File: src/pwo_pkg.sv
`timescale 1ns / 1ps
// ----------------------------------------------------------------------------
// pwo_pkg: shared types and constants for the wavetable oscillator
// Request codes, sequencer states, fixed field widths and parameter defaults.
// ----------------------------------------------------------------------------
package pwo_pkg;

  // fixed field widths
  localparam int REQ_W    = 2;
  localparam int VIDX_IN_W = 3;
  localparam int PHASE_W  = 15;
  localparam int MDIV_W   = 4;
  localparam int TIDX_W   = 8;
  localparam int TSAMP_W  = 12;
  localparam int MIX_W    = 15;

  localparam int IN_DATA_W  = 48;
  localparam int OUT_DATA_W = 16;

  localparam logic [PHASE_W-1:0] PHASE_MOD = 15'h7FFF;
  localparam logic [MIX_W-1:0]   MIX_MAX   = 15'h7FFF;

  // parameter defaults
  localparam int VOICES_DEF      = 8;
  localparam int TABLE_DEPTH_DEF = 256;
  localparam int PHASE_SHIFT_DEF = 7;
  localparam int SAMPLE_BITS_DEF = 12;

  typedef enum logic [1:0] {
    REQ_TICK  = 2'd0,
    REQ_STEP  = 2'd1,
    REQ_DIV   = 2'd2,
    REQ_TABLE = 2'd3
  } pwo_req_t;

  typedef enum logic [2:0] {
    S_IDLE,
    S_PHASE,
    S_MOD,
    S_RED,
    S_ACC,
    S_MIX,
    S_QUO,
    S_DONE
  } pwo_state_t;

endpackage

File: src/polyphonic_wavetable_oscillator.sv
`timescale 1ns / 1ps
// A set-step, set-divisor or table-write request is taken in S_IDLE. A sample tick
// visits S_PHASE and S_ACC for each active voice and only S_PHASE for a silent voice,
// then S_MIX, the shared divider in S_QUO (skipped for a zero divisor) and S_DONE to
// load the result. A table depth that is not a power of two adds S_MOD and S_RED
// per active voice for the index modulo. in_tready is low for the whole tick.
// Reset (rst_n low) clears the state, voice index, output valid, divisor, phases and steps.
// ----------------------------------------------------------------------------
// polyphonic_wavetable_oscillator: multi-voice wavetable mixer
// Sequencer walks voices one at a time through a shared table and divider.
// ----------------------------------------------------------------------------
module polyphonic_wavetable_oscillator #(
  parameter int VOICES      = pwo_pkg::VOICES_DEF,
  parameter int TABLE_DEPTH = pwo_pkg::TABLE_DEPTH_DEF,
  parameter int PHASE_SHIFT = pwo_pkg::PHASE_SHIFT_DEF,
  parameter int SAMPLE_BITS = pwo_pkg::SAMPLE_BITS_DEF
) (
  input  logic                             clk,
  input  logic                             rst_n,
  input  logic                             in_tvalid,
  output logic                             in_tready,
  // voice_index[2:0], note_increment[17:3], divisor_value[21:18],
  // table_index[29:22], table_sample[41:30]
  input  logic [pwo_pkg::IN_DATA_W-1:0]    in_tdata,
  // req_type[1:0]
  input  logic [pwo_pkg::REQ_W-1:0]        in_tuser,
  output logic                             out_tvalid,
  input  logic                             out_tready,
  // mixed_sample[14:0]
  output logic [pwo_pkg::OUT_DATA_W-1:0]   out_tdata,
  // zero_divisor[0]
  output logic [0:0]                       out_tuser
);

  import pwo_pkg::*;

  localparam int  VIDX_W  = (VOICES > 1) ? $clog2(VOICES) : 1;
  localparam int  ADDR_W  = $clog2(TABLE_DEPTH);
  localparam int  SUM_W   = SAMPLE_BITS + $clog2(VOICES + 1);
  localparam int  DVS_W   = MDIV_W;
  localparam int  DVD_W   = (SUM_W > PHASE_W) ? SUM_W : PHASE_W;
  localparam bit  IS_POW2 = ((TABLE_DEPTH & (TABLE_DEPTH - 1)) == 0);

  // reciprocal for the table-depth modulo, exact over any 15-bit index
  localparam int  RCP_L   = $clog2(TABLE_DEPTH);
  localparam int  RCP_S   = PHASE_W + RCP_L;
  localparam int  RCP_W   = PHASE_W + 2;
  localparam int  PROD_W  = PHASE_W + RCP_W;
  localparam logic [RCP_W-1:0]   RCP_M   =
    RCP_W'(((64'd1 << RCP_S) / TABLE_DEPTH) + 1);
  localparam logic [PHASE_W-1:0] DEPTH_C = PHASE_W'(TABLE_DEPTH);

  // input fields
  logic [VIDX_IN_W-1:0] f_vidx;
  logic [PHASE_W-1:0]   f_step;
  logic [MDIV_W-1:0]    f_div;
  logic [TIDX_W-1:0]    f_tidx;
  logic [TSAMP_W-1:0]   f_samp;
  pwo_req_t             f_req;

  assign f_vidx = in_tdata[2:0];
  assign f_step = in_tdata[17:3];
  assign f_div  = in_tdata[21:18];
  assign f_tidx = in_tdata[29:22];
  assign f_samp = in_tdata[41:30];
  assign f_req  = pwo_req_t'(in_tuser);

  pwo_state_t         state_r, state_nxt;
  logic [VIDX_W-1:0]  v_r, v_nxt;
  logic [SUM_W-1:0]   sum_r, sum_nxt;
  logic [PHASE_W-1:0] phase_r [VOICES];
  logic [PHASE_W-1:0] step_r  [VOICES];
  logic [MDIV_W-1:0]  mdiv_r;
  logic [MIX_W-1:0]   res_sample_r, res_sample_nxt;
  logic               res_flag_r, res_flag_nxt;
  logic               out_valid_r, out_valid_nxt;
  logic [MIX_W-1:0]   out_sample_r, out_sample_nxt;
  logic               out_flag_r, out_flag_nxt;
  logic [PHASE_W-1:0] mod_q_r, mod_q_nxt;

  logic [SAMPLE_BITS-1:0] wave_mem [TABLE_DEPTH];
  logic [SAMPLE_BITS-1:0] rd_data_r;
  logic [ADDR_W-1:0]      rd_addr;

  logic               accept;
  logic               last_voice;
  logic [PHASE_W-1:0] cur_phase, cur_step, new_phase, tbl_idx;
  logic [PHASE_W:0]   phase_sum;
  logic               phase_we;
  logic               step_we, mdiv_we, tbl_we;
  logic [PHASE_W-1:0] cur_idx, mod_rem;
  logic [PROD_W-1:0]  rcp_prod;

  logic               div_start, div_busy, div_done;
  logic [DVD_W-1:0]   div_dvd, div_quo;
  logic [DVS_W-1:0]   div_dvs;

  assign accept     = in_tvalid && in_tready;
  assign last_voice = (v_r == VIDX_W'(VOICES - 1));
  assign cur_phase  = phase_r[v_r];
  assign cur_step   = step_r[v_r];

  // phase advance, wrapping at 0x7FFF; a zero step clears the phase
  always_comb begin
    phase_sum = {1'b0, cur_phase} + {1'b0, cur_step};
    if (cur_step == '0) begin
      new_phase = '0;
    end else if (phase_sum < {1'b0, PHASE_MOD}) begin
      new_phase = phase_sum[PHASE_W-1:0];
    end else begin
      new_phase = PHASE_W'(phase_sum - {1'b0, PHASE_MOD});
    end
    tbl_idx = new_phase >> PHASE_SHIFT;
  end

  // index modulo: quotient by reciprocal in S_MOD, remainder in S_RED
  assign cur_idx  = cur_phase >> PHASE_SHIFT;
  assign rcp_prod = PROD_W'(cur_idx) * PROD_W'(RCP_M);
  assign mod_rem  = cur_idx - PHASE_W'(mod_q_r * DEPTH_C);

  assign rd_addr = (state_r == S_RED) ? ADDR_W'(mod_rem) : ADDR_W'(tbl_idx);

  // next state
  always_comb begin
    state_nxt = state_r;
    case (state_r)
      S_IDLE: begin
        if (accept && f_req == REQ_TICK) state_nxt = S_PHASE;
      end
      S_PHASE: begin
        if (cur_step == '0) begin
          state_nxt = last_voice ? S_MIX : S_PHASE;
        end else begin
          state_nxt = IS_POW2 ? S_ACC : S_MOD;
        end
      end
      S_MOD: begin
        state_nxt = S_RED;
      end
      S_RED: begin
        state_nxt = S_ACC;
      end
      S_ACC: begin
        state_nxt = last_voice ? S_MIX : S_PHASE;
      end
      S_MIX: begin
        state_nxt = (mdiv_r == '0) ? S_DONE : S_QUO;
      end
      S_QUO: begin
        if (div_done) state_nxt = S_DONE;
      end
      S_DONE: begin
        if (!out_valid_r || out_tready) state_nxt = S_IDLE;
      end
      default: state_nxt = S_IDLE;
    endcase
  end

  // datapath and handshake outputs
  always_comb begin
    in_tready      = (state_r == S_IDLE);
    v_nxt          = v_r;
    sum_nxt        = sum_r;
    res_sample_nxt = res_sample_r;
    res_flag_nxt   = res_flag_r;
    out_valid_nxt  = out_valid_r;
    out_sample_nxt = out_sample_r;
    out_flag_nxt   = out_flag_r;
    mod_q_nxt      = mod_q_r;
    phase_we       = 1'b0;
    step_we        = 1'b0;
    mdiv_we        = 1'b0;
    tbl_we         = 1'b0;
    div_start      = 1'b0;
    div_dvd        = DVD_W'(sum_r);
    div_dvs        = mdiv_r;

    if (out_valid_r && out_tready) out_valid_nxt = 1'b0;

    case (state_r)
      S_IDLE: begin
        if (accept) begin
          case (f_req)
            REQ_TICK: begin
              v_nxt   = '0;
              sum_nxt = '0;
            end
            REQ_STEP:  step_we = (int'(f_vidx) < VOICES);
            REQ_DIV:   mdiv_we = 1'b1;
            REQ_TABLE: tbl_we  = (int'(f_tidx) < TABLE_DEPTH);
            default: ;
          endcase
        end
      end
      S_PHASE: begin
        phase_we = 1'b1;
        if (cur_step == '0) begin
          if (!last_voice) v_nxt = v_r + 1'b1;
        end
      end
      S_MOD: begin
        mod_q_nxt = PHASE_W'(rcp_prod >> RCP_S);
      end
      S_ACC: begin
        sum_nxt = sum_r + SUM_W'(rd_data_r);
        if (!last_voice) v_nxt = v_r + 1'b1;
      end
      S_MIX: begin
        if (mdiv_r == '0) begin
          res_sample_nxt = '0;
          res_flag_nxt   = 1'b1;
        end else begin
          div_start = 1'b1;
        end
      end
      S_QUO: begin
        if (div_done) begin
          res_sample_nxt = (div_quo > DVD_W'(MIX_MAX)) ? MIX_MAX : div_quo[MIX_W-1:0];
          res_flag_nxt   = 1'b0;
        end
      end
      S_DONE: begin
        if (!out_valid_r || out_tready) begin
          out_valid_nxt  = 1'b1;
          out_sample_nxt = res_sample_r;
          out_flag_nxt   = res_flag_r;
        end
      end
      default: ;
    endcase
  end

  pwo_div #(
    .DVD_W(DVD_W),
    .DVS_W(DVS_W)
  ) u_div (
    .clk      (clk),
    .rst_n    (rst_n),
    .start    (div_start),
    .dividend (div_dvd),
    .divisor  (div_dvs),
    .busy     (div_busy),
    .done     (div_done),
    .quotient (div_quo)
  );

  always_ff @(posedge clk) begin
    if (!rst_n) begin
      state_r     <= S_IDLE;
      out_valid_r <= 1'b0;
      mdiv_r      <= '0;
      v_r         <= '0;
      for (int i = 0; i < VOICES; i++) begin
        phase_r[i] <= '0;
        step_r[i]  <= '0;
      end
    end else begin
      state_r     <= state_nxt;
      out_valid_r <= out_valid_nxt;
      v_r         <= v_nxt;
      if (mdiv_we) mdiv_r <= f_div;
      if (step_we) step_r[VIDX_W'(f_vidx)] <= f_step;
      if (phase_we) phase_r[v_r] <= new_phase;
    end
    sum_r        <= sum_nxt;
    res_sample_r <= res_sample_nxt;
    res_flag_r   <= res_flag_nxt;
    out_sample_r <= out_sample_nxt;
    out_flag_r   <= out_flag_nxt;
    mod_q_r      <= mod_q_nxt;
  end

  // wavetable, registered read
  always_ff @(posedge clk) begin
    if (tbl_we) wave_mem[ADDR_W'(f_tidx)] <= SAMPLE_BITS'(f_samp);
    rd_data_r <= wave_mem[rd_addr];
  end

  assign out_tvalid = out_valid_r;
  assign out_tdata  = OUT_DATA_W'(out_sample_r);
  assign out_tuser  = out_flag_r;

  a_zero_div_output: assert property (@(posedge clk) disable iff (!rst_n)
    out_tvalid && out_tuser[0] |-> out_tdata[MIX_W-1:0] == '0)
    else $error("zero-divisor result carries a nonzero sample");

  a_div_not_restarted: assert property (@(posedge clk) disable iff (!rst_n)
    div_start |-> !div_busy)
    else $error("divider restarted while busy");

  a_tick_starts_walk: assert property (@(posedge clk) disable iff (!rst_n)
    accept && f_req == REQ_TICK |=> state_r == S_PHASE && v_r == '0 && sum_r == '0)
    else $error("tick did not start the voice walk at voice zero");

  a_acc_active_voice: assert property (@(posedge clk) disable iff (!rst_n)
    state_r == S_ACC |-> cur_step != '0)
    else $error("silent voice accumulated");

endmodule

File: src/pwo_div.sv
`timescale 1ns / 1ps
// ----------------------------------------------------------------------------
// pwo_div: shared restoring divider
// One quotient bit per cycle; the quotient holds after done.
// ----------------------------------------------------------------------------
module pwo_div #(
  parameter int DVD_W = 16,
  parameter int DVS_W = 9
) (
  input  logic             clk,
  input  logic             rst_n,
  input  logic             start,
  input  logic [DVD_W-1:0] dividend,
  input  logic [DVS_W-1:0] divisor,
  output logic             busy,
  output logic             done,
  output logic [DVD_W-1:0] quotient
);

  localparam int CNT_W = (DVD_W > 1) ? $clog2(DVD_W) : 1;

  logic [DVD_W-1:0] quo_r, quo_nxt;
  logic [DVS_W-1:0] rem_r, rem_nxt;
  logic [DVS_W-1:0] dvs_r, dvs_nxt;
  logic [CNT_W-1:0] cnt_r, cnt_nxt;
  logic             busy_r, busy_nxt;
  logic             done_r, done_nxt;
  logic [DVS_W:0]   shifted;
  logic [DVS_W:0]   diff;
  logic             fits;

  always_comb begin
    shifted = {rem_r, quo_r[DVD_W-1]};
    diff    = shifted - {1'b0, dvs_r};
    fits    = (shifted >= {1'b0, dvs_r});

    quo_nxt  = quo_r;
    rem_nxt  = rem_r;
    dvs_nxt  = dvs_r;
    cnt_nxt  = cnt_r;
    busy_nxt = busy_r;
    done_nxt = 1'b0;
    if (start) begin
      quo_nxt  = dividend;
      rem_nxt  = '0;
      dvs_nxt  = divisor;
      cnt_nxt  = '0;
      busy_nxt = 1'b1;
    end else if (busy_r) begin
      rem_nxt = fits ? diff[DVS_W-1:0] : shifted[DVS_W-1:0];
      quo_nxt = {quo_r[DVD_W-2:0], fits};
      cnt_nxt = cnt_r + 1'b1;
      if (cnt_r == CNT_W'(DVD_W - 1)) begin
        busy_nxt = 1'b0;
        done_nxt = 1'b1;
      end
    end
  end

  always_ff @(posedge clk) begin
    if (!rst_n) begin
      busy_r <= 1'b0;
      done_r <= 1'b0;
      cnt_r  <= '0;
    end else begin
      busy_r <= busy_nxt;
      done_r <= done_nxt;
      cnt_r  <= cnt_nxt;
    end
    quo_r <= quo_nxt;
    rem_r <= rem_nxt;
    dvs_r <= dvs_nxt;
  end

  assign busy      = busy_r;
  assign done      = done_r;
  assign quotient  = quo_r;

endmodule
File: config.mk
export PLATFORM = sky130hd
export DESIGN_NAME = polyphonic_wavetable_oscillator
export DESIGN_NICKNAME = d
export VERILOG_FILES = /design/src/pwo_pkg.sv /design/src/polyphonic_wavetable_oscillator.sv /design/src/pwo_div.sv
export SDC_FILE = /design/constraint.sdc
export NUM_CORES = 2
export LEC_CHECK = 0
export ABC_AREA = 1
export ABC_CLOCK_PERIOD_IN_PS = 10300
export BUFFER_PORTS_ARGS = -buffer_cell sky130_fd_sc_hd__buf_2
export CAP_MARGIN = 0
export CORE_ASPECT_RATIO = 0.6
export CORE_MARGIN = 2
export CORE_UTILIZATION = 47
export CTS_CLUSTER_SIZE = 30
export DETAILED_ROUTE_END_ITERATION = 10
export REMOVE_ABC_BUFFERS = 1
export SYNTH_ARGS = -nofsm -noshare
export SYNTH_HDL_FRONTEND = slang
export SYNTH_SLANG_ARGS = --single-unit
File: constraint.sdc
create_clock -name clk -period 10.3 [get_ports clk]
set_input_delay 0.515 -clock clk [delete_from_list [all_inputs] [get_ports clk]]
set_output_delay 0.515 -clock clk [all_outputs]
set_load 0.01 [all_outputs]
==> Implementation_results.wiki <==
{| class="wikitable"
! Metric !! Value
|-
| Chip Height || 437 um
|-
| Share of the clock period used by the worst path after layout || 83.0%
|-
| Class of the most critical setup path || reg2reg
|-
| # H-tree levels || 5
|-
| Share of Yosys cell area claimed by the top area cell type || 69.2%
|-
| DRC viols || 0
|-
| Number of routed nets with antenna violations || 0
|-
| Worst slew margin relative to its limit || 1.25%
|-
| Routability congestion estimate || 0.915
|-
| Final standard cell utilization of the core || 51.9%
|-
| Number of setup violations in the final report || 0
|-
| Antenna violations before repair || 23
|-
| Area of the die || 0.316 mm^2
|-
| Number of setup buffers added after CTS || 0
|-
| Count of mapped cells out of synthesis || 13400
|-
| Detail-routed via count per cell || 5.81
|-
| Post-Route WL || 429000 um
|-
| CP startpoint kind || flip-flop
|-
| Overall global routing resource usage || 26.4%
|-
| Number of vias after detailed routing || 102000
|-
| Port Buffers || 65
|-
| Transition time at the pin with the least slew margin || 1.48 ns
|-
| Type of the tightest min-delay check || in2reg
|-
| Boundary pin count || 73
|-
| Master of the slowest instance on the critical path || sky130_fd_sc_hd__nand2_8
|-
| Clock slew seen by the registers of the worst setup and hold paths || 0.07 ns
|-
| Result of the run || finished, violations left
|-
| Maximum root-to-sink buffer count || 4
|-
| Number of maximum-capacitance constraint violations || 1
|-
| RSZ-0062 raised after global routing || no
|-
| Total of cells resized after clock tree synthesis || 0
|-
| Average cell area after synthesis || 10.9 um^2
|-
| Ys async rst share || 0%
|-
| Hold Buf Count CTS || 10
|-
| Nets || 13200
|-
| Largest incremental delay on the critical path || 0.86 ns
|-
| Leading cell types by total area after synthesis || sky130_fd_sc_hd__edfxtp_1, sky130_fd_sc_hd__nand2_1, sky130_fd_sc_hd__nand3_1
|-
| First-pass GRT wire length || 631000 um
|-
| Final count of pins violating max slew || 0
|-
| Biggest fanout along the worst timing path || 106
|-
| CTS Root Buffer Type || sky130_fd_sc_hd__clkbuf_16
|-
| Total global routing overflow || 0
|-
| Kind of end point of the critical path || flip-flop
|-
| Number of flops mapped to enable cells by yosys || 3380
|-
| Yosys top cell by area || sky130_fd_sc_hd__edfxtp_1
|-
| Initial Utilization || 47.3%
|-
| Proportion of synthesized chip area in sequential cells || 69.7%
|-
| Area of placed instances || 0.151 mm^2
|-
| Total CTS buffers || 320
|-
| Via count of the first global-routing pass || 95300
|-
| Most frequent CP cell || sky130_fd_sc_hd__nand2_1
|-
| CTS tree || done
|-
| Core Region || 0.310 mm^2
|-
| Area growth from synthesis to layout || 9.54%
|-
| F_max || 117 MHz
|-
| Data required time of the critical path || 11.13 ns
|-
| Final Hold Fails || 0
|-
| Count of different cell masters after synthesis || 50
|-
| Number of register bits inferred by synthesis || 3416
|-
| Largest clock skew in the final design || 0.0751 ns
|-
| Wire length per cell after detailed routing || 24.5 um
|-
| Share of post-route cells with drive strength above 1 || 5.83%
|-
| Number of iterations in the first detailed-routing pass || 8
|-
| Post-Syn Area || 0.147 mm^2
|-
| Critical path data arrival time || 9.38 ns
|-
| Clk Latency, worst-skew pair || 0.93 ns
|-
| Site row count || 158
|-
| Area of all placed cells without fillers || 0.161 mm^2
|-
| Syn. warnings || 0
|-
| Number of sinks handled by clock tree synthesis || 3416
|-
| Period minus WS final || 8.55 ns
|-
| Violations in the final reports || max-capacitance violations
|-
| HPWL after detailed placement || 251000 um
|-
| Top_reg_cell synth || sky130_fd_sc_hd__edfxtp_1
|-
| Die width || 725 um
|-
| Pin count of the biggest net entering global routing || 175
|-
| Initial DRC Count || 13900
|}
## metrics by stage
stage               instances  setup TNS [ns]  worst slack [ns]  hold WS (ns)
floorplan               12500         -842.08            -70.18         0.400
global placement        17000               0              2.03         0.408
detailed placement      17000               0              2.02         0.405
CTS                     17500               0              2.01       0.00476
global route            17500               0              1.41        0.0434
finish                  17500               0              1.75        0.0661
## synthesized netlist by cell type, drive strengths merged, types with 15 or more instances
cell type,count
a21oi,214
o211ai,316
inv,606
o21ai,178
buf,555
nand2,4117
nand3,2648
nand3b,72
nor2,771
ha,34
dfxtp,36
nor3,15
edfxtp,3380
o22ai,34
clkbuf,356
## worst max-delay path, delay by kind of cell (launching register included)
family | cells | cell delay, ns
and+or+nand+nor | 22 | 4.83
buffers and inverters | 5 | 1.98
adders and majority gates | 2 | 0.63
DFF | 1 | 0.45
AOI/OAI and AO/OA | 2 | 0.31
## sequential cells by signal, summed over array words and instances, names as in the netlist, 3 cells and up, named ones only
name and count:
wave_mem 3072, phase_r 120, step_r 120, div_dvd 16, u_div.quotient 16, out_sample_r 15
res_sample_r 15, rd_data_r 12, div_dvs 4, u_div.cnt_r 4, u_div.dvs_r 4, u_div.rem_r 4
state_r 3, v_r 3
## worst paths after layout
kind | depth (start not counted) | startpoint | slack, ns | end
hold / removal | 3 | in_tdata[5] | 0.07 | step_r[2][2]$_SDFFCE_PN0P_
setup / recovery | 31 | flip-flop | 1.75 | rd_data_r[5]$_DFF_P_
hold reg to reg | 0 | res_sample_r[2]$_SDFFCE_PP0P_ | 0.42 | out_sample_r[2]$_DFFE_PP_
setup reg to reg | 31 | flip-flop | 1.75 | rd_data_r[5]$_DFF_P_
## metal layers
| metal | share of wire, % | global-route usage (%) | vias to the layer above |
|---|---|---|---|
| li1 | - | - | 46000 |
| met2 | 41 | 36.9 | 5075 |
| met5 | 0.013 | 0 | - |
| met3 | 12 | 7.27 | 642 |
| met4 | 2.4 | 6.36 | 8 |
| met1 | 44 | 40.8 | 50200 |
## logic make-up (layout without fill, tap and decap cells)
kind of cell,after synthesis,count (layout),share of synthesized area (%)
compound gates,772,772,3.26
xor+xnor,14,14,0.0939
fa+ha+maj,37,37,0.331
buf+inv,1520,1486,4.44
flops,3416,3416,69.7
other cells,1,12,0.00256
simple gates,7647,7647,22.1
## cell type report
class | count | area, um^2
antenna | 11 | 27.5
timing repair buffer | 319 | 3060
clock buffer | 405 | 8550
inverter | 609 | 2290
sequential | 3416 | 102000
multi-input combinational | 8471 | 38000
clock inverter | 153 | 1210
fill | 26500 | 149000
tap | 4160 | 5200
## placed cells by master (no fill, tap or decap), types with 11 or more instances in the layout
cell and count:
sky130_fd_sc_hd__nand2_1 4104, sky130_fd_sc_hd__edfxtp_1 3380, sky130_fd_sc_hd__nand3_1 2641, sky130_fd_sc_hd__nor2_1 762, sky130_fd_sc_hd__inv_1 598, sky130_fd_sc_hd__clkbuf_16 327
sky130_fd_sc_hd__o211ai_1 315, sky130_fd_sc_hd__a21oi_1 214, sky130_fd_sc_hd__buf_4 187, sky130_fd_sc_hd__o21ai_0 149, sky130_fd_sc_hd__clkinv_1 76, sky130_fd_sc_hd__nand3b_1 72
sky130_fd_sc_hd__clkbuf_1 71, sky130_fd_sc_hd__buf_2 53, sky130_fd_sc_hd__buf_12 53, sky130_fd_sc_hd__clkinv_2 43, sky130_fd_sc_hd__o22ai_1 34, sky130_fd_sc_hd__ha_1 34
sky130_fd_sc_hd__dfxtp_1 34, sky130_fd_sc_hd__o21ai_1 24, sky130_fd_sc_hd__bufinv_16 17, sky130_fd_sc_hd__a31oi_1 12, sky130_fd_sc_hd__nor3_1 12, sky130_fd_sc_hd__buf_8 12
sky130_fd_sc_hd__diode_2 11
Power is not shown: default switching activity piles up to over one toggle a cycle in this logic, so the estimate is an artifact.
